File: src/smc_pkg.sv
`default_nettype none

package smc_pkg;

  localparam int BYTE_W      = 8;
  localparam int NEEDLE_W    = 64;
  localparam int LEN_W       = 4;
  localparam int COUNT_W     = 16;
  localparam int FIELD_W     = 17;
  localparam int CFG_IDX_W   = 1;
  localparam int IN_TDATA_W  = 8;
  localparam int OUT_PAY_W   = COUNT_W + 2 * FIELD_W + 1;
  localparam int OUT_TDATA_W = ((OUT_PAY_W + 7) / 8) * 8;
  localparam int OUT_PAD_W   = OUT_TDATA_W - OUT_PAY_W;

  localparam logic [COUNT_W-1:0] COUNT_MAX     = 16'hFFFF;
  localparam logic [FIELD_W-1:0] FIELD_POS_MAX = 17'h0FFFF;
  localparam logic [FIELD_W-1:0] NONE_POS      = 17'h1FFFF;

  localparam logic [CFG_IDX_W-1:0] REG_NEEDLE_BYTES = 1'b0;
  localparam logic [CFG_IDX_W-1:0] REG_NEEDLE_LEN   = 1'b1;

  // needle as seen by every cell, length already clamped
  typedef struct packed {
    logic [NEEDLE_W-1:0] bytes;
    logic [LEN_W-1:0]    len;
  } needle_cfg_t;

endpackage

`default_nettype wire

File: src/smc_cell.sv
`default_nettype none

module smc_cell #(
  parameter int IDX = 0
) (
  input  wire logic                      clk,
  input  wire logic                      shift,
  input  wire logic [smc_pkg::BYTE_W-1:0] byte_in,
  input  wire smc_pkg::needle_cfg_t      ncfg,
  output logic [smc_pkg::BYTE_W-1:0]      byte_out,
  output logic                           eq
);

  logic [smc_pkg::BYTE_W-1:0] held;
  logic [smc_pkg::LEN_W-1:0]  k_full;
  logic [2:0]                 k;
  logic                       en;
  logic [smc_pkg::BYTE_W-1:0] nb;

  always_ff @(posedge clk) begin
    if (shift) begin
      held <= byte_in;
    end
  end

  // this cell holds the byte IDX steps back, matched to needle byte len-1-IDX
  always_comb begin
    k_full = ncfg.len - smc_pkg::LEN_W'(IDX) - smc_pkg::LEN_W'(1);
    k      = k_full[2:0];
    en     = smc_pkg::LEN_W'(IDX) < ncfg.len;
    nb     = ncfg.bytes[k * smc_pkg::BYTE_W +: smc_pkg::BYTE_W];
    eq     = (held == nb) || !en;
  end

  assign byte_out = held;

endmodule

`default_nettype wire

File: src/substring_match_counter_core.sv
// path: the last item passes the first stage, then its result enters the output register
// throughput: one byte item per clock unless a last item waits on a full output register;
//   cells compare bytes combinationally; the accumulate stage takes one item per cycle
// reset: synchronous, clears the needle registers (length 1), the counters and both stages;
//   no clearing pass, items are taken as soon as reset is released
`default_nettype none

module substring_match_counter_core #(
  parameter int MAX_NEEDLE = 8,
  parameter int POS_BITS   = 16
) (
  input  wire logic                              clk,
  input  wire logic                              rst,
  input  wire logic                              s_tvalid,
  output logic                                   s_tready,
  input  wire logic [smc_pkg::IN_TDATA_W-1:0]    s_tdata,   // data_byte
  input  wire logic                              s_tlast,   // end_of_text
  output logic                                   m_tvalid,
  input  wire logic                              m_tready,
  // match_count, first_pos, last_pos, overflow, zero pad
  output logic [smc_pkg::OUT_TDATA_W-1:0]        m_tdata,
  input  wire logic                              cfg_we,
  input  wire logic [smc_pkg::CFG_IDX_W-1:0]     cfg_index,
  input  wire logic [smc_pkg::NEEDLE_W-1:0]      cfg_data
);

  localparam int PW = (POS_BITS > smc_pkg::FIELD_W) ? POS_BITS : smc_pkg::FIELD_W;

  // configuration
  logic [smc_pkg::NEEDLE_W-1:0] needle_q;
  logic [smc_pkg::LEN_W-1:0]    nlen_q;
  logic [smc_pkg::LEN_W-1:0]    len_eff;
  logic [smc_pkg::LEN_W-1:0]    len_m1;
  smc_pkg::needle_cfg_t         ncfg;

  always_ff @(posedge clk) begin
    if (rst) begin
      needle_q <= '0;
      nlen_q   <= smc_pkg::LEN_W'(1);
    end else if (cfg_we) begin
      case (cfg_index)
        smc_pkg::REG_NEEDLE_BYTES: needle_q <= cfg_data;
        smc_pkg::REG_NEEDLE_LEN:   nlen_q   <= cfg_data[smc_pkg::LEN_W-1:0];
        default: ;
      endcase
    end
  end

  always_comb begin
    if (nlen_q == '0) begin
      len_eff = smc_pkg::LEN_W'(1);
    end else if (nlen_q > smc_pkg::LEN_W'(MAX_NEEDLE)) begin
      len_eff = smc_pkg::LEN_W'(MAX_NEEDLE);
    end else begin
      len_eff = nlen_q;
    end
    len_m1     = len_eff - smc_pkg::LEN_W'(1);
    ncfg.bytes = needle_q;
    ncfg.len   = len_eff;
  end

  // handshake
  logic s_accept;
  logic s1_valid;
  logic s1_last;
  logic s2_go;

  assign s_accept = s_tvalid && s_tready;
  assign s2_go    = s1_valid && (!s1_last || !m_tvalid || m_tready);
  assign s_tready = !s1_valid || s2_go;

  // position counter, saturates one past the largest index
  logic [POS_BITS:0]   pos;
  logic                pos_sat;
  logic [POS_BITS-1:0] idx;
  logic                avail;
  logic [POS_BITS-1:0] start;

  always_comb begin
    pos_sat = pos[POS_BITS];
    idx     = pos_sat ? '1 : pos[POS_BITS-1:0];
    avail   = pos >= (POS_BITS + 1)'(len_m1);
    start   = (idx >= POS_BITS'(len_m1)) ? idx - POS_BITS'(len_m1) : '0;
  end

  always_ff @(posedge clk) begin
    if (rst) begin
      pos <= '0;
    end else if (s_accept) begin
      if (s_tlast) begin
        pos <= '0;
      end else if (!pos_sat) begin
        pos <= pos + (POS_BITS + 1)'(1);
      end
    end
  end

  // first stage: window cells plus the item's position info
  logic                s1_avail;
  logic                s1_range;
  logic [POS_BITS-1:0] s1_start;

  always_ff @(posedge clk) begin
    if (rst) begin
      s1_valid <= 1'b0;
    end else if (s_accept) begin
      s1_valid <= 1'b1;
    end else if (s2_go) begin
      s1_valid <= 1'b0;
    end
  end

  always_ff @(posedge clk) begin
    if (s_accept) begin
      s1_last  <= s_tlast;
      s1_avail <= avail;
      s1_range <= pos_sat;
      s1_start <= start;
    end
  end

  logic [smc_pkg::BYTE_W-1:0] chain [MAX_NEEDLE];
  logic [MAX_NEEDLE-1:0]      cell_eq;

  for (genvar i = 0; i < MAX_NEEDLE; i++) begin : g_cell
    if (i == 0) begin : g_head
      smc_cell #(.IDX(i)) u_cell (
        .clk      (clk),
        .shift    (s_accept),
        .byte_in  (s_tdata[smc_pkg::BYTE_W-1:0]),
        .ncfg     (ncfg),
        .byte_out (chain[i]),
        .eq       (cell_eq[i])
      );
    end else begin : g_body
      smc_cell #(.IDX(i)) u_cell (
        .clk      (clk),
        .shift    (s_accept),
        .byte_in  (chain[i-1]),
        .ncfg     (ncfg),
        .byte_out (chain[i]),
        .eq       (cell_eq[i])
      );
    end
  end

  // second stage: accumulate matches
  logic                         hit;
  logic [smc_pkg::COUNT_W-1:0]  cnt, cnt_next;
  logic                         found, found_next;
  logic [POS_BITS-1:0]          first_q, first_next;
  logic [POS_BITS-1:0]          last_q, last_next;
  logic                         rexc, rexc_next;

  always_comb begin
    hit        = s1_avail && (&cell_eq);
    cnt_next   = cnt;
    found_next = found;
    first_next = first_q;
    last_next  = last_q;
    rexc_next  = rexc || s1_range;
    if (hit) begin
      if (cnt == smc_pkg::COUNT_MAX) begin
        rexc_next = 1'b1;
      end else begin
        cnt_next = cnt + smc_pkg::COUNT_W'(1);
      end
      if (!found) begin
        first_next = s1_start;
      end
      last_next  = s1_start;
      found_next = 1'b1;
    end
  end

  always_ff @(posedge clk) begin
    if (rst) begin
      cnt   <= '0;
      found <= 1'b0;
      rexc  <= 1'b0;
    end else if (s2_go) begin
      if (s1_last) begin
        cnt   <= '0;
        found <= 1'b0;
        rexc  <= 1'b0;
      end else begin
        cnt   <= cnt_next;
        found <= found_next;
        rexc  <= rexc_next;
      end
    end
  end

  always_ff @(posedge clk) begin
    if (s2_go) begin
      first_q <= first_next;
      last_q  <= last_next;
    end
  end

  // result fields, start indices clamped to the field range
  logic [PW-1:0]               first_ext, last_ext;
  logic                        clamp_f, clamp_l;
  logic [smc_pkg::FIELD_W-1:0] first_fld, last_fld;
  logic                        ovf_fld;

  always_comb begin
    first_ext = PW'(first_next);
    last_ext  = PW'(last_next);
    clamp_f   = first_ext > PW'(smc_pkg::FIELD_POS_MAX);
    clamp_l   = last_ext > PW'(smc_pkg::FIELD_POS_MAX);
    if (!found_next) begin
      first_fld = smc_pkg::NONE_POS;
      last_fld  = smc_pkg::NONE_POS;
    end else begin
      first_fld = clamp_f ? smc_pkg::FIELD_POS_MAX : first_ext[smc_pkg::FIELD_W-1:0];
      last_fld  = clamp_l ? smc_pkg::FIELD_POS_MAX : last_ext[smc_pkg::FIELD_W-1:0];
    end
    ovf_fld = rexc_next || (found_next && (clamp_f || clamp_l));
  end

  // output register
  logic [smc_pkg::COUNT_W-1:0] o_count;
  logic [smc_pkg::FIELD_W-1:0] o_first, o_last;
  logic                        o_ovf;

  always_ff @(posedge clk) begin
    if (rst) begin
      m_tvalid <= 1'b0;
    end else if (s2_go && s1_last) begin
      m_tvalid <= 1'b1;
    end else if (m_tready) begin
      m_tvalid <= 1'b0;
    end
  end

  always_ff @(posedge clk) begin
    if (s2_go && s1_last) begin
      o_count <= cnt_next;
      o_first <= first_fld;
      o_last  <= last_fld;
      o_ovf   <= ovf_fld;
    end
  end

  assign m_tdata = {{smc_pkg::OUT_PAD_W{1'b0}}, o_ovf, o_last, o_first, o_count};

endmodule

`default_nettype wire

File: config.mk
export PLATFORM = sky130hd
export DESIGN_NAME = substring_match_counter_core
export DESIGN_NICKNAME = d
export VERILOG_FILES = /design/src/smc_pkg.sv /design/src/smc_cell.sv /design/src/substring_match_counter_core.sv
export SDC_FILE = /design/constraint.sdc
export NUM_CORES = 1
export LEC_CHECK = 0
export ABC_AREA = 1
export BUFFER_PORTS_ARGS = -buffer_cell sky130_fd_sc_hd__buf_2
export CORE_ASPECT_RATIO = 1.75
export CORE_MARGIN = 1
export CORE_UTILIZATION = 35
export CTS_BUF_LIST = sky130_fd_sc_hd__clkbuf_8
export DETAILED_ROUTE_END_ITERATION = 7
export PLACE_DENSITY_LB_ADDON = 0.15
export SLEW_MARGIN = 20
export SYNTH_ARGS = -nofsm -noshare
export SYNTH_HDL_FRONTEND = slang
export SYNTH_SLANG_ARGS = --single-unit
File: constraint.sdc
create_clock -name clk -period 11.6 [get_ports clk]
set_clock_uncertainty 0.1 [all_clocks]
set_input_delay 0 -clock clk [delete_from_list [all_inputs] [get_ports clk]]
set_output_delay 0 -clock clk [all_outputs]
set_load 0.02 [all_outputs]
; Word level (Yosys, flattened, before mapping)
; Cells that the tools add are included.
[op_classes]
add_sub_neg = 17
multipliers = 0
n_div = 0
order_cmp = 11
eq_ne = 10
shift = 8
n_mux = 22
n_bitwise = 1
n_reduce_logical = 34
[ops]
columns = op, count
row1 = 64-bit by 7-bit variable part select with 8-bit output, 8
row2 = 16-bit 2-to-1 mux, 7
row3 = 17-bit 2-to-1 mux, 4
row4 = 8-bit equality test, 8
row5 = 3-bit by 1-bit subtractor with 3-bit output (second input constant), 7
row6 = 17-bit by 1-bit adder with 17-bit output (second input constant), 1
row7 = 17-bit by 4-bit greater-or-equal comparator with 1-bit output, 1
row8 = 16-bit by 1-bit adder with 16-bit output (second input constant), 1
row9 = 16-bit equality test (second input constant), 1
row10 = 16-bit by 4-bit greater-or-equal comparator with 1-bit output, 1
row11 = 3-bit by 4-bit < comparator with 1-bit output (first input constant), 4
row12 = 16-bit by 4-bit subtractor with 16-bit output, 1
row13 = 1-bit logical OR, 12
row14 = 3-bit subtractor (second input constant), 4
row15 = 1-bit logical NOT, 11
row16 = 1-bit 2-to-1 mux, 9
row17 = 1-bit by 4-bit < comparator with 1-bit output (first input constant), 2
row18 = 2-bit by 4-bit < comparator with 1-bit output (first input constant), 2
row19 = 4-bit 2-to-1 mux, 2
row20 = 8-bit AND reduction, 1
row21 = 2-bit AND reduction, 3
row22 = 3-bit by 2-bit subtractor with 3-bit output (second input constant), 2
row23 = 4-bit > comparator (second input constant), 1
row24 = 1-bit logical AND, 4
row25 = 5 further kinds, 6
[totals]
regBits = 271
latch_bits = 0
ramBits = 0
rom_bits = 0
inputBits = 79
wordCells = 132
mem_count = 0

; Logic depth before layout (Yosys ltp)
; Gate-level depths: netlist of the first run.
[logic_depth]
depth_word = 12
depth_mapped = 28
depth_no_buf = 23

; Cells and area by module
; From an unflattened synthesis of the first run, not the netlist that was laid out.
[unflattened]
cells_unflattened = 2740
area_unflattened_um2 = 18370.1
[by_module_without_submodules]
columns = module, n_inst, cells_each, area_per_inst_um2, seq_area_each_um2
row1 = substring_match_counter_core, 1, 1066, 9175.0, 5134.9
row2 = smc_cell at g_cell[1].g_body.u_cell, 1, 238, 1234.9, 240.2
row3 = smc_cell at g_cell[5].g_body.u_cell, 1, 235, 1219.9, 240.2
row4 = smc_cell at g_cell[7].g_body.u_cell, 1, 228, 1186.1, 240.2
row5 = smc_cell at g_cell[3].g_body.u_cell, 1, 219, 1151.1, 240.2
row6 = smc_cell at g_cell[0].g_head.u_cell, 1, 185, 1146.1, 240.2
row7 = smc_cell at g_cell[4].g_body.u_cell, 1, 191, 1089.8, 240.2
row8 = smc_cell at g_cell[6].g_body.u_cell, 1, 189, 1084.8, 240.2
row9 = smc_cell at g_cell[2].g_body.u_cell, 1, 189, 1082.3, 240.2

; Worst setup path before layout of the first run
; OpenSTA, ideal clock, no wires.
[synth_timing]
kind = reg-to-reg
start = register nlen_q[0] (netlist bit)
end = register s1_start[2], data pin
setup_time_ns = 0.262
t_arrival_ns = 3.924
required_time_ns = 11.238
slack_ns = 7.314
path_stages_with_launch = 25
n_path_buf = 4
period_less_slack_ns = 4.286
cell_sequence = dfxtp_1 > nor2_2 > nand2_1 > nand2_1 > nand2_1 > buf_4 > buf_2 > ha_1 > ha_1 > buf_2 > clkinv_1 > clkbuf_1 > ha_1 > inv_1 > nor2_1 > o21ai_0 > nand3_1 > nor2_1 > nand2_1 > inv_1 > nand4_1 > nor2_1 > nand4_1 > inv_1 > nor3b_1
[synth_between]
elab_chain_cells = 5
word_cells_on_any_way = 7
cone_classes = 2 x add/sub / 2 x order compare / 2 x mux / 1 x reduce/logical
[synth_rtl]
columns = item, line_no
row1 = from (decl), substring_match_counter_core.sv:31  ; logic [smc_pkg::LEN_W-1:0] nlen_q;
row2 = from (signal assigned), substring_match_counter_core.sv:39  ; nlen_q <= smc_pkg::LEN_W'(1);
row3 = from (signal assigned), substring_match_counter_core.sv:43  ; smc_pkg::REG_NEEDLE_LEN: nlen_q <= cfg_data[smc_pkg::LEN_W-1:0];
row4 = 4-bit > comparator, substring_match_counter_core.sv:52  ; end else if (nlen_q > smc_pkg::LEN_W'(MAX_NEEDLE)) begin
row5 = 4-bit 2-to-1 mux, substring_match_counter_core.sv:52
row6 = 4-bit 2-to-1 mux (*), substring_match_counter_core.sv:50  ; if (nlen_q == '0) begin
row7 = 4-bit by 1-bit subtractor with 4-bit output (*), -
row8 = 16-bit by 4-bit subtractor with 16-bit output or 16-bit by 4-bit greater-or-equal comparator with 1-bit output (tied branches), substring_match_counter_core.sv:83  ; start = (idx >= POS_BITS'(len_m1)) ? idx - POS_BITS'(len_m1) : '0;
row9 = to (signal assigned), substring_match_counter_core.sv:118  ; s1_start <= start;
row10 = to (decl), substring_match_counter_core.sv:101  ; logic [POS_BITS-1:0] s1_start;
; Every way passes the cells marked *; elsewhere a longest branch is shown, timed or not.
; A chain may end at the register's enable or synchronous reset.

; Final worst setup path of the first run
[layout_timing]
start = register nlen_q[2] (netlist bit)
end = register o_last[13] (netlist bit), data pin
[layout_between]
elab_chain_cells = 11
word_cells_on_any_way = 62
cone_classes = 14 x add/sub / 9 x order compare / 8 x eq/ne / 8 x shift / 4 x mux / 19 x reduce/logical
[layout_rtl]
columns = item, line_no
row1 = 4-bit > comparator, substring_match_counter_core.sv:52
row2 = 4-bit 2-to-1 mux, substring_match_counter_core.sv:52
row3 = 4-bit 2-to-1 mux (*), substring_match_counter_core.sv:50
row4 = "4-bit by 1-bit subtractor with 4-bit output, or another cell as far along", smc_cell.sv:28  ; k_full = ncfg.len - smc_pkg::LEN_W'(IDX) - smc_pkg::LEN_W'(1);
row5 = 3-bit by 1-bit subtractor with 3-bit output, smc_cell.sv:28
row6 = 64-bit by 7-bit variable part select with 8-bit output, smc_cell.sv:31  ; nb = ncfg.bytes[k * smc_pkg::BYTE_W +: smc_pkg::BYTE_W];
row7 = 8-bit equality test, smc_cell.sv:32  ; eq = (held == nb) || !en;
row8 = 1-bit logical OR, smc_cell.sv:32
row9 = 8-bit AND reduction (*), substring_match_counter_core.sv:156  ; hit = s1_avail && (&cell_eq);
row10 = 1-bit logical AND (*), substring_match_counter_core.sv:156
row11 = 16-bit 2-to-1 mux or 1-bit 2-to-1 mux (tied branches), substring_match_counter_core.sv:162  ; if (hit) begin
row12 = to (signal assigned), substring_match_counter_core.sv:241  ; o_last <= last_fld;
row13 = to (decl), substring_match_counter_core.sv:224  ; logic [smc_pkg::FIELD_W-1:0] o_first, o_last;
; Marks and branches as above.

==> out/qor.txt, run 1 <==
status: finished, final reports clean
largest net degree at the start of global routing: 87
kind of critical path: register to register
Final Cycle Share: 54.09%
synth cell count leaders: 589 x nand2_1, 323 x nand3_1, 189 x inv_1
boundary pin count: 137
Core Area: 41,870 um^2
worst-case clock buffer depth: 3
total track usage: 25.04%
r2r setup slk: 5.33 ns
cell area after synthesis: 14,950 um^2
htree depth: 2
total of max-cap violations: 0
share of layout cells above drive strength 1: 11.51%
Hold Crit Depth: 2
VDD IR-drop max: 79.57 uV
CP max FO: 41
measured slew at the worst slew-check pin: 1.036 ns
cell with the most instances after synthesis: nand2_1
Vias: 14,020
TritonCTS clock tree: yes
Num CTS Buffers: 43
fin area: 17,760 um^2
Post-synth EDFFs: 165
Site Rows: 99
CP Data Required Time: 11.84 ns
DP Wirelength: 39,830 um
most frequent CP cell: nand2_1
Die H: 275.4 um
routed vias/inst: 5.074
Worst Path Buf+Inv: 5
Synth cell types: 45
Core Util, Final: 42.41%
drt first-iter violations: 800
syn avg cell area: 7.569 um^2
largest area contributor in the netlist: edfxtp_1
reg-to-reg endpoint: o_last[13]
Slew Viols, Final: 0
initial antenna violation count: 1
grt ovf: 0
Post-Syn Instances: 1,975
clk_lat worst skew: 0.62 ns
Yosys top cell area share: 33.15%
CTS Root Cell: clkbuf_8
vias in the first global route: 13,720
Routed WL: 53,260 um
Post-DRT Antenna Nets: 0
Hold WC Path Type: primary input to register
Critical Path Source Type: register
Worst Hold Path EP: g_cell[0].g_head.u_cell.byte_out[5]
Top FF cell, synth: edfxtp_1
CP max stage cell: clkinv_1
DRC errors left: 0
Max transition margin: 30.84%
PortBufs: 131
synth warn: 0
unrepaired setup endpoints after global routing: false
final setup fails: 0
WL per Instance: 19.28 um
Die X: 158.2 um
first-pass GRT wire length: 79,210 um
top cells by area, synth: edfxtp_1 33%, nand2_1 15%, dfxtp_1 14%
Slowest Stage Delay on Critical Path: 0.81 ns
Lkg Pwr: 0.007656 uW
Worst Path Arrival: 6.51 ns
GP Congestion: 0.9579
Layout Nets: 2,268
die area: 43,570 um^2
Min Clock Period, post-route: 6.274 ns
clk sinks: 270
Area Overhead vs Synth: 18.79%
dpl cells: 2,585
Yosys reg bits: 270
DR pass1 iterations: 7
DP Area: 15,940 um^2
Final Hold Fails: 0
setup TNS: 0 ns
post-CTS setup buffers: 0
RR Startpoint: nlen_q[2]
R2R depth: 23
FMAX: 0.1594 GHz
sequential cell area fraction in the yosys report: 47.21%
post-route insts no fill: 2,763
clk slew on worst S/H paths: 0.07 ns
beginning of the worst hold path: s_tdata[5]
worst-path cell chain: inv_2 > nand2_1 > nand2_1 > nand2_1 > buf_4 > ha_1 > ha_1 > clkinv_1 > nand3_1 > nand2_1 > nand2_1 > nand2_1 > clkinv_1 > nand2_1 > nor2_1 > nand2_1 > nand2_1 > nand2_1 > nor2_4 > nand3_4 > nand2_4 > inv_2 > or2_1
delay-heaviest family, CP: simple AND/OR/NAND/NOR gates
CP endpoint kind: register
Power Density: 141.1 nW/um^2
initial core utilization: 35.70%
worst slack, placed: 5.355 ns
post-route setup slack: 5.326 ns
asr flop ratio synth: 0%
[report_power, final]
part           switching (uW)  internal, uW
Sequential               34.6          1080
Combinational             413           177
Clock                     400           405
[state kept, by name, indices dropped and copies added, names as in the netlist, 4 cells and up]
register and count:
o_last 16, s1_start 16, g_cell.g_body.u_cell.byte_out 56, g_cell.g_head.u_cell.byte_out 8, nlen_q 4, first_q 16
pos 17, o_first 17, cnt 16, needle_q 64, last_q 16, o_count 16
[layout make-up]
| cell class | instances | area [um^2] |
|---|---|---|
| repair buffers | 246 | 1769 |
| diodes | 1 | 2.502 |
| well taps | 555 | 694.4 |
| clock inverters | 32 | 192.7 |
| multi-input cells | 1407 | 6644 |
| flip-flops and latches | 270 | 7057 |
| clock buffers | 45 | 619.3 |
| inverters | 207 | 778.2 |
| fillers | 4338 | 24110 |
[cells in the final DEF, fill, tap and decap left out, types with 21 or more instances in the layout]
| cell | instances |
|---|---|
| nand2_1 | 589 |
| nand3_1 | 323 |
| inv_1 | 197 |
| edfxtp_1 | 165 |
| buf_2 | 131 |
| nor2_1 | 108 |
| dfxtp_1 | 105 |
| dlygate4sd3_1 | 100 |
| a21oi_1 | 98 |
| o21ai_0 | 88 |
| clkbuf_8 | 45 |
| nand3b_1 | 31 |
| nor3_1 | 26 |
| nand4_1 | 26 |
| o21ai_2 | 21 |
[stage by stage]
step | total power (uW) | hold slack [ns]
after floorplan | 1495 | -0.02069
after global routing | 2634 | 0.008880
after global placement | 1685 | 0.07702
final | 2505 | 0.01399
after CTS | 2529 | 0.0004464
after detailed placement | 1689 | 0.07809
[how the worst max path moves through the flow]
stage          startpoint          end  depth (start not counted)
3_3_place_gp    nlen_q[2]   o_last[14]                         23
4_1_cts         nlen_q[2]   o_last[13]                         23
3_5_place_dp    nlen_q[2]    o_last[7]                         23
2_1_floorplan   nlen_q[0]  s1_start[2]                         24
6_report        nlen_q[2]   o_last[13]                         23
5_1_grt         nlen_q[2]   o_first[0]                         23
[worst reg2reg max path, cell delays in order (launching register included)]
cell	delay, ns
dfxtp_1	0.49
inv_2	0.08
nand2_1	0.11
nand2_1	0.07
nand2_1	0.09
buf_4	0.45
ha_1	0.30
ha_1	0.56
clkinv_1	0.81
nand3_1	0.35
nand2_1	0.07
nand2_1	0.06
nand2_1	0.05
clkinv_1	0.04
nand2_1	0.04
nor2_1	0.15
nand2_1	0.08
nand2_1	0.06
nand2_1	0.08
nor2_4	0.49
nand3_4	0.58
nand2_4	0.41
inv_2	0.21
or2_1	0.27
[metal layers]
metal	share of wire, %	vias to the layer above	global-route usage (%)	wire (um)
li1	-	6942	-	-
met3	3.6	196	3.125	1921
met4	12	0	26.72	6423
met2	53	413	47.33	28340
met1	31	6468	21.24	16580
met5	0	-	0	0
[what timing repair did]
item                                   CTS  global route
hold buffers                           100             0
endpoints found under the hold margin  115             0
gates resized for setup                  0             0
[logic make-up after synthesis]
kind of cell	after synthesis	share of synthesized area (%)
xor+xnor	8	0.4688
simple gates	1149	34.15
compound gates	231	8.454
flops	270	47.21
buf+inv	302	8.471
other cells	1	0.02509
fa+ha+maj	14	1.222
Note: power is estimated with default switching activity, not from simulation.
==> inputs of run 2 (changes only) <==
- clock period: 11.6 -> 5.9 ns (I/O delays scaled with it)
==> run 2 against run 1 <==
Net effect:
- die area unchanged
- non-clock buffer count up 8
- wire length down 3.8%
- sequential cell count unchanged
- final cell count up 0.47%
- sequential power up 96%
- largest power group unchanged
==> out/qor.txt, run 2 (synthesis results as in run 1) <==
status: finished, final reports clean (unchanged)
Die H: 275.4 um (unchanged)
VDD IR-drop max: 182.8 uV (was 79.57 uV)
Core Area: 41,870 um^2 (unchanged)
share of layout cells above drive strength 1: 12.21% (was 11.51%)
Lkg Pwr: 0.007748 uW (was 0.007656 uW)
Slowest Stage Delay on Critical Path: 0.65 ns (was 0.81 ns)
Final Cycle Share: 88.74% (was 54.09%)
PortBufs: 131 (unchanged)
Area Overhead vs Synth: 20.06% (was 18.79%)
grt ovf: 0 (unchanged)
met3 GRT Util: 2.559% (was 3.125%)
unrepaired setup endpoints after global routing: false (unchanged)
WL per Instance: 18.45 um (was 19.28 um)
routed vias/inst: 5.086 (was 5.074)
Top reg by flops: needle_q (unchanged)
Num CTS Buffers: 44 (was 43)
Site Rows: 99 (unchanged)
total track usage: 24.03% (was 25.04%)
final total power: 5112 uW (was 2505 uW)
htree depth: 2 (unchanged)
Post-DRT Antenna Nets: 0 (unchanged)
kind of critical path: register to register (unchanged)
Max transition margin: 30.51% (was 30.84%)
CTS resizes: 0 (unchanged)
GRT met2 Usage: 44.73% (was 47.33%)
Routed WL: 51,210 um (was 53,260 um)
final setup fails: 0 (unchanged)
die area: 43,570 um^2 (unchanged)
Min Clock Period, post-route: 5.236 ns (was 6.274 ns)
Die X: 158.2 um (unchanged)
CP max FO: 65 (was 41)
DP Wirelength: 37,820 um (was 39,830 um)
Layout Nets: 2,277 (was 2,268)
FILL cells: 4,347 (was 4,338)
CP max stage cell: ha_1 (was clkinv_1)
vias in the first global route: 13,920 (was 13,720)
worst-case clock buffer depth: 3 (unchanged)
initial core utilization: 35.70% (unchanged)
FMAX: 0.1910 GHz (was 0.1594 GHz)
Worst Path Arrival: 5.47 ns (was 6.51 ns)
CP Data Required Time: 6.13 ns (was 11.84 ns)
setup TNS: 0 ns (unchanged)
CP endpoint kind: register (unchanged)
TritonCTS clock tree: yes (unchanged)
clk sinks: 270 (unchanged)
max reg flops: 64 (unchanged)
measured slew at the worst slew-check pin: 1.042 ns (was 1.036 ns)
initial antenna violation count: 1 (unchanged)
met1 Usage GRT: 21.37% (was 21.24%)
commonest cells after routing, fill and taps aside: 589 x nand2_1, 323 x nand3_1, 194 x inv_1 (was 589 x nand2_1, 323 x nand3_1, 197 x inv_1)
Hold WC Path Type: primary input to register (unchanged)
boundary pin count: 137 (unchanged)
largest net degree at the start of global routing: 73 (was 87)
Power Density: 284.9 nW/um^2 (was 141.1 nW/um^2)
post-route insts no fill: 2,776 (was 2,763)
Slew Viols, Final: 0 (unchanged)
total of max-cap violations: 0 (unchanged)
drt first-iter violations: 719 (was 800)
DRC errors left: 0 (unchanged)
clk_lat worst skew: 0.61 ns (was 0.62 ns)
first-pass GRT wire length: 76,940 um (was 79,210 um)
most frequent CP cell: nand2_1 (unchanged)
commonest non-fill, non-tap cell in the layout: nand2_1 (unchanged)
worst-path cell chain: inv_2 > nand2_4 > nand2_2 > buf_4 > ha_1 > inv_1 > ha_1 > inv_1 > nand3_1 > nand2_1 > nand2_1 > nand2_1 > inv_1 > nand2_1 > nor2_1 > nand2_1 > nand2_1 > nand2_1 > nor2_4 > nand3_4 > buf_4 > nand2_1 > o21ai_2 > or2_1 (was inv_2 > nand2_1 > nand2_1 > nand2_1 > buf_4 > ha_1 > ha_1 > clkinv_1 > nand3_1 > nand2_1 > nand2_1 > nand2_1 > clkinv_1 > nand2_1 > nor2_1 > nand2_1 > nand2_1 > nand2_1 > nor2_4 > nand3_4 > nand2_4 > inv_2 > or2_1)
post-CTS setup buffers: 0 (unchanged)
clk slew on worst S/H paths: 0.07 ns (about the same)
grt peak-use layer: met2 (unchanged)
CTS Root Cell: clkbuf_8 (unchanged)
Final Hold Fails: 0 (unchanged)
Critical Path Source Type: register (unchanged)
GP Congestion: 0.9375 (was 0.9579)
dpl cells: 2,594 (was 2,585)
Vias: 14,120 (was 14,020)
DR pass1 iterations: 6 (was 7)
-- run 2: changes by cell type in the layout (fill, tap and decap cells not counted) --
cell,previous run,this run
clkbuf_8,45,51
inv_2,17,16
inv_4,0,1
inv_1,197,194
buf_4,15,24
clkinvlp_4,2,1
bufinv_16,2,4
dlygate4sd3_1,100,99
clkinv_2,7,8
-- run 2: critical path: cells and delay by family, from the launching register on --
family	cells	cell delay, ns
DFF	1	0.43
buffers and inverters	6	1.64
adders and majority gates	2	0.91
AOI/OAI and AO/OA	1	0.06
and+or+nand+nor	15	1.77
-- run 2: stage by stage --
stage | worst slack (ns) | util (%) | instance area (um^2) | hold slack, ns
floorplan | 1.614 | - | 14960 | -0.02069
global placement | 0.8375 | 38.24 | 16010 | 0.07908
detailed placement | 0.7435 | 38.24 | 16010 | 0.07810
CTS | 0.6950 | 42.85 | 17940 | 0.009237
global route | 0.1858 | 42.86 | 17950 | 0.03255
finish | 0.6642 | 42.86 | 17950 | 0.04519
-- run 2: area by class of cell --
cell class                 instances  area (um^2)  share of cell area, %
multi-input combinational       1407         6644                  37.02
antenna                            1        2.502                0.01394
clock inverter                    31        240.2                  1.339
timing repair buffer             254         1827                  10.18
clock buffer                      51        701.9                  3.911
tap                              555        694.4                  3.869
sequential                       270         7057                  39.32
inverter                         207        779.5                  4.344
-- run 2: power by group --
group	switching, uW	internal (uW)	total (uW)
combinational	801	358	1160
sequential	65.0	2110	2180
clock	804	970	1770
-- run 2: metal layers --
| metal | up-vias | part of all wire [%] |
|---|---|---|
| li1 | 6981 | - |
| met1 | 6537 | 33 |
| met2 | 406 | 52 |
| met3 | 195 | 3.0 |
| met4 | 0 | 12 |
| met5 | - | 0 |
-- run 2: repair_timing --
item / CTS / global route
endpoints found under the hold margin: 102 / 0
endpoints found under the setup margin: 0 / 0
hold buffers: 99 / 0
-- run 2: path summary, 6_finish.rpt --
path	to	slack [ns]	cells past startpoint	start
setup / recovery	o_last[6]	0.66	24	nlen_q[3]
hold / removal	g_cell[0].g_head.u_cell.byte_out[6]	0.05	2	s_tdata[6]
setup reg to reg	o_last[6]	0.66	24	nlen_q[3]
hold reg to reg	cnt[15]	0.37	2	cnt[15]
==> inputs of run 3 (changes only) <==
- ABC_AREA: 1 -> not set
- SLEW_MARGIN: 20 -> 10
==> run 3 against run 2 <==
Net effect:
- count of clock-buffer cells in the layout shrank 2
- global-route usage shrank 4.3 points
- via count shrank 17%
- synthesized area grew 1.3%
- highest routed layer unchanged
==> out/qor.txt, run 3 <==
status: finished, final reports clean (unchanged)
Slew Viols, Final: 0 (unchanged)
Hold WC Path Type: primary input to register (unchanged)
top cells by area, synth: edfxtp_1 33%, dfxtp_1 14%, mux4_2 8.6% (was edfxtp_1 33%, nand2_1 15%, dfxtp_1 14%)
share of total power in combinational logic: 15.3% (was 22.7%)
CP Data Required Time: 6.11 ns (was 6.13 ns)
final setup fails: 0 (unchanged)
unrepaired setup endpoints after global routing: false (unchanged)
PortBufs: 131 (unchanged)
FMAX: 0.1800 GHz (was 0.1910 GHz)
Max transition margin: 27.54% (was 30.51%)
post-CTS setup buffers: 0 (unchanged)
worst-case clock buffer depth: 3 (unchanged)
vias in the first global route: 12,020 (was 13,920)
largest net degree at the start of global routing: 72 (was 73)
clk slew on worst S/H paths: 0.06 ns (was 0.07 ns)
largest area contributor in the netlist: edfxtp_1 (unchanged)
Yosys top cell area share: 32.72% (was 33.15%)
Clock power frac: 35.9% (was 34.7%)
drt first-iter violations: 717 (was 719)
Critical Path Source Type: register (unchanged)
Final Hold Fails: 0 (unchanged)
cell area after synthesis: 15,140 um^2 (was 14,950 um^2)
die area: 44,130 um^2 (was 43,570 um^2)
Area Overhead vs Synth: 19.07% (was 20.06%)
Synth Area in XOR/XNOR: 5.380% (was 0.4687%)
Internal: 3262 uW (was 3442 uW)
Post-Syn Instances: 1,402 (was 1,975)
boundary pin count: 137 (unchanged)
Sw Share: 27.43% (was 32.67%)
clk sinks: 270 (unchanged)
share of layout cells above drive strength 1: 22.15% (was 12.21%)
synth warn: 0 (unchanged)
synth cell count leaders: 186 x nand2_1, 165 x edfxtp_1, 124 x a21oi_1 (was 589 x nand2_1, 323 x nand3_1, 189 x inv_1)
clk_lat worst skew: 0.58 ns (was 0.61 ns)
sw power: 1233 uW (was 1670 uW)
asr flop ratio synth: 0% (unchanged)
Site Rows: 100 (was 99)
Die X: 159.2 um (was 158.2 um)
Vias: 11,700 (was 14,120)
CTS Root Cell: clkbuf_8 (unchanged)
htree depth: 2 (unchanged)
initial antenna violation count: 1 (unchanged)
TritonCTS clock tree: yes (unchanged)
DRT met1 WL: 15,850 um (was 16,920 um)
Power Density: 249.4 nW/um^2 (was 284.9 nW/um^2)
worst slack, placed: 0.1184 ns (was 0.7435 ns)
Top FF cell, synth: edfxtp_1 (unchanged)
total track usage: 19.73% (was 24.03%)
DR pass1 iterations: 5 (was 6)
largest family of logic cells by synthesized area: multiplexers (was simple AND/OR/NAND/NOR gates)
Die H: 277.1 um (was 275.4 um)
cell with the most instances after synthesis: nand2_1 (unchanged)
CP endpoint kind: register (unchanged)
met2 routed WL: 23,520 um (was 26,650 um)
initial core utilization: 35.59% (was 35.70%)
Routed WL: 43,610 um (was 51,210 um)
WL per Instance: 19.86 um (was 18.45 um)
Flop pwr share: 48.8% (was 42.6%)
Final Cycle Share: 94.18% (was 88.74%)
grt ovf: 0 (unchanged)
routed vias/inst: 5.328 (was 5.086)
commonest cells after routing, fill and taps aside: 186 x nand2_1, 165 x edfxtp_1, 131 x buf_2 (was 589 x nand2_1, 323 x nand3_1, 194 x inv_1)
measured slew at the worst slew-check pin: 1.087 ns (was 1.042 ns)
total of max-cap violations: 0 (unchanged)
commonest non-fill, non-tap cell in the layout: nand2_1 (unchanged)
syn avg cell area: 10.80 um^2 (was 7.569 um^2)
Post-DRT Antenna Nets: 0 (unchanged)
Post-synth EDFFs: 165 (unchanged)
first-pass GRT wire length: 68,110 um (was 76,940 um)
Num CTS Buffers: 42 (was 44)
DRC errors left: 0 (unchanged)
Synth Area in Adders: 1.339% (was 1.222%)
met3 wire len: 1673 um (was 1552 um)
Core Area: 42,540 um^2 (was 41,870 um^2)
post-synthesis simple-gate area fraction: 14.73% (was 34.15%)
Synth cell types: 81 (was 45)
top layer in use: met4 (unchanged)
post-route setup slack: 0.3436 ns (was 0.6642 ns)
Yosys reg bits: 270 (unchanged)
kind of critical path: register to register (unchanged)
GP Congestion: 0.8875 (was 0.9375)
max reg flops: 64 (unchanged)
Layout Nets: 1,696 (was 2,277)
multiplexer share of the synthesized area: 17.89% (was 0%)
CP max FO: 22 (was 65)
sequential cell area fraction in the yosys report: 46.61% (was 47.21%)
setup TNS: 0 ns (unchanged)
Synth Area in Compound Gates: 10.39% (was 8.454%)
Lkg Pwr: 0.006586 uW (was 0.007748 uW)
DP Wirelength: 31,880 um (was 37,820 um)
Worst Path Arrival: 5.77 ns (was 5.47 ns)
Top reg by flops: needle_q (unchanged)
Min Clock Period, post-route: 5.556 ns (was 5.236 ns)
VDD IR-drop max: 150.3 uV (was 182.8 uV)
run 3: cell count changes after synthesis, moves of 30 or more:
cell	previous run	this run
mux2_2	0	30
nand3b_1	31	1
o21ai_0	88	28
nand3_1	323	40
xor2_1	5	39
inv_1	189	21
mux4_2	0	58
xnor2_1	3	54
mux2i_1	0	79
nand2_1	589	186
run 3: kinds of logic after synthesis:
kind of cell	count (synthesis)
fa+ha+maj	16
other cells	1
simple gates	467
buf+inv	120
compound gates	249
flops	270
mux	186
xor+xnor	93
run 3: power groups by stage:
stage | registers [uW] | clock network [uW] | logic (uW)
floorplan | 2190 | 0 | 466
global placement | 2230 | 0 | 642
detailed placement | 2230 | 0 | 648
CTS | 2190 | 1670 | 692
global route | 2200 | 1750 | 746
finish | 2190 | 1610 | 690
run 3: final cells by class:
cell class / instances / area (um^2)
Antenna cell: 1 / 2.502
Clock buffer: 49 / 674.4
Clock inverter: 26 / 167.7
Fill cell: 4195 / 24510
Inverter: 26 / 98.84
Multi-Input combinational cell: 1016 / 7570
Sequential cell: 270 / 7057
Tap cell: 561 / 701.9
Timing Repair Buffer: 247 / 1757
run 3: final timing paths:
| check | startpoint | slack [ns] | to | cells past startpoint |
|---|---|---|---|---|
| max | nlen_q[2] | 0.34 | first_q[7] | 16 |
| min | s_tdata[4] | 0.05 | g_cell[0].g_head.u_cell.byte_out[4] | 2 |
| max reg2reg | nlen_q[2] | 0.34 | first_q[7] | 16 |
| min reg2reg | found | 0.37 | found | 2 |
run 3: layer usage:
layer	track usage, %	vias up
li1	-	5552
met1	20.44	5670
met2	37.53	369
met3	2.471	109
met4	11.66	0
met5	0	-
run 3: critical path: stages (launching register included):
cell and delay [ns]:
dfxtp_1 0.40, o21ba_4 0.29, nor2_8 0.21, ha_1 0.19, inv_1 0.05, ha_1 0.27
buf_4 0.30, mux2_2 0.38, a221oi_1 0.25, o22ai_1 0.15, xor2_1 0.16, a2111oi_1 0.69
a22oi_1 0.15, or4_4 0.51, a21o_4 0.35, nor2_4 0.44, mux2_2 0.39
run 3: per-stage QoR:
stage	instance area [um^2]	hold WS (ns)	total power (uW)	util [%]	instances
finish	18030	0.04995	4495	42.38	2196
global route	18030	0.03337	4694	42.38	2196
CTS	18020	0.01170	4555	42.37	2195
detailed placement	16360	0.07878	2881	38.46	2038
global placement	16360	0.07668	2873	38.46	2038
floorplan	15160	-0.001131	2660	-	1406
run 3: timing repair:
| action | 4_1_cts | 5_1_grt |
|---|---|---|
| endpoints found under the setup margin | 0 | 16 |
| hold buffers | 82 | 0 |
| hold endpoints to repair | 104 | 0 |
| gates resized for setup | 0 | 1 |
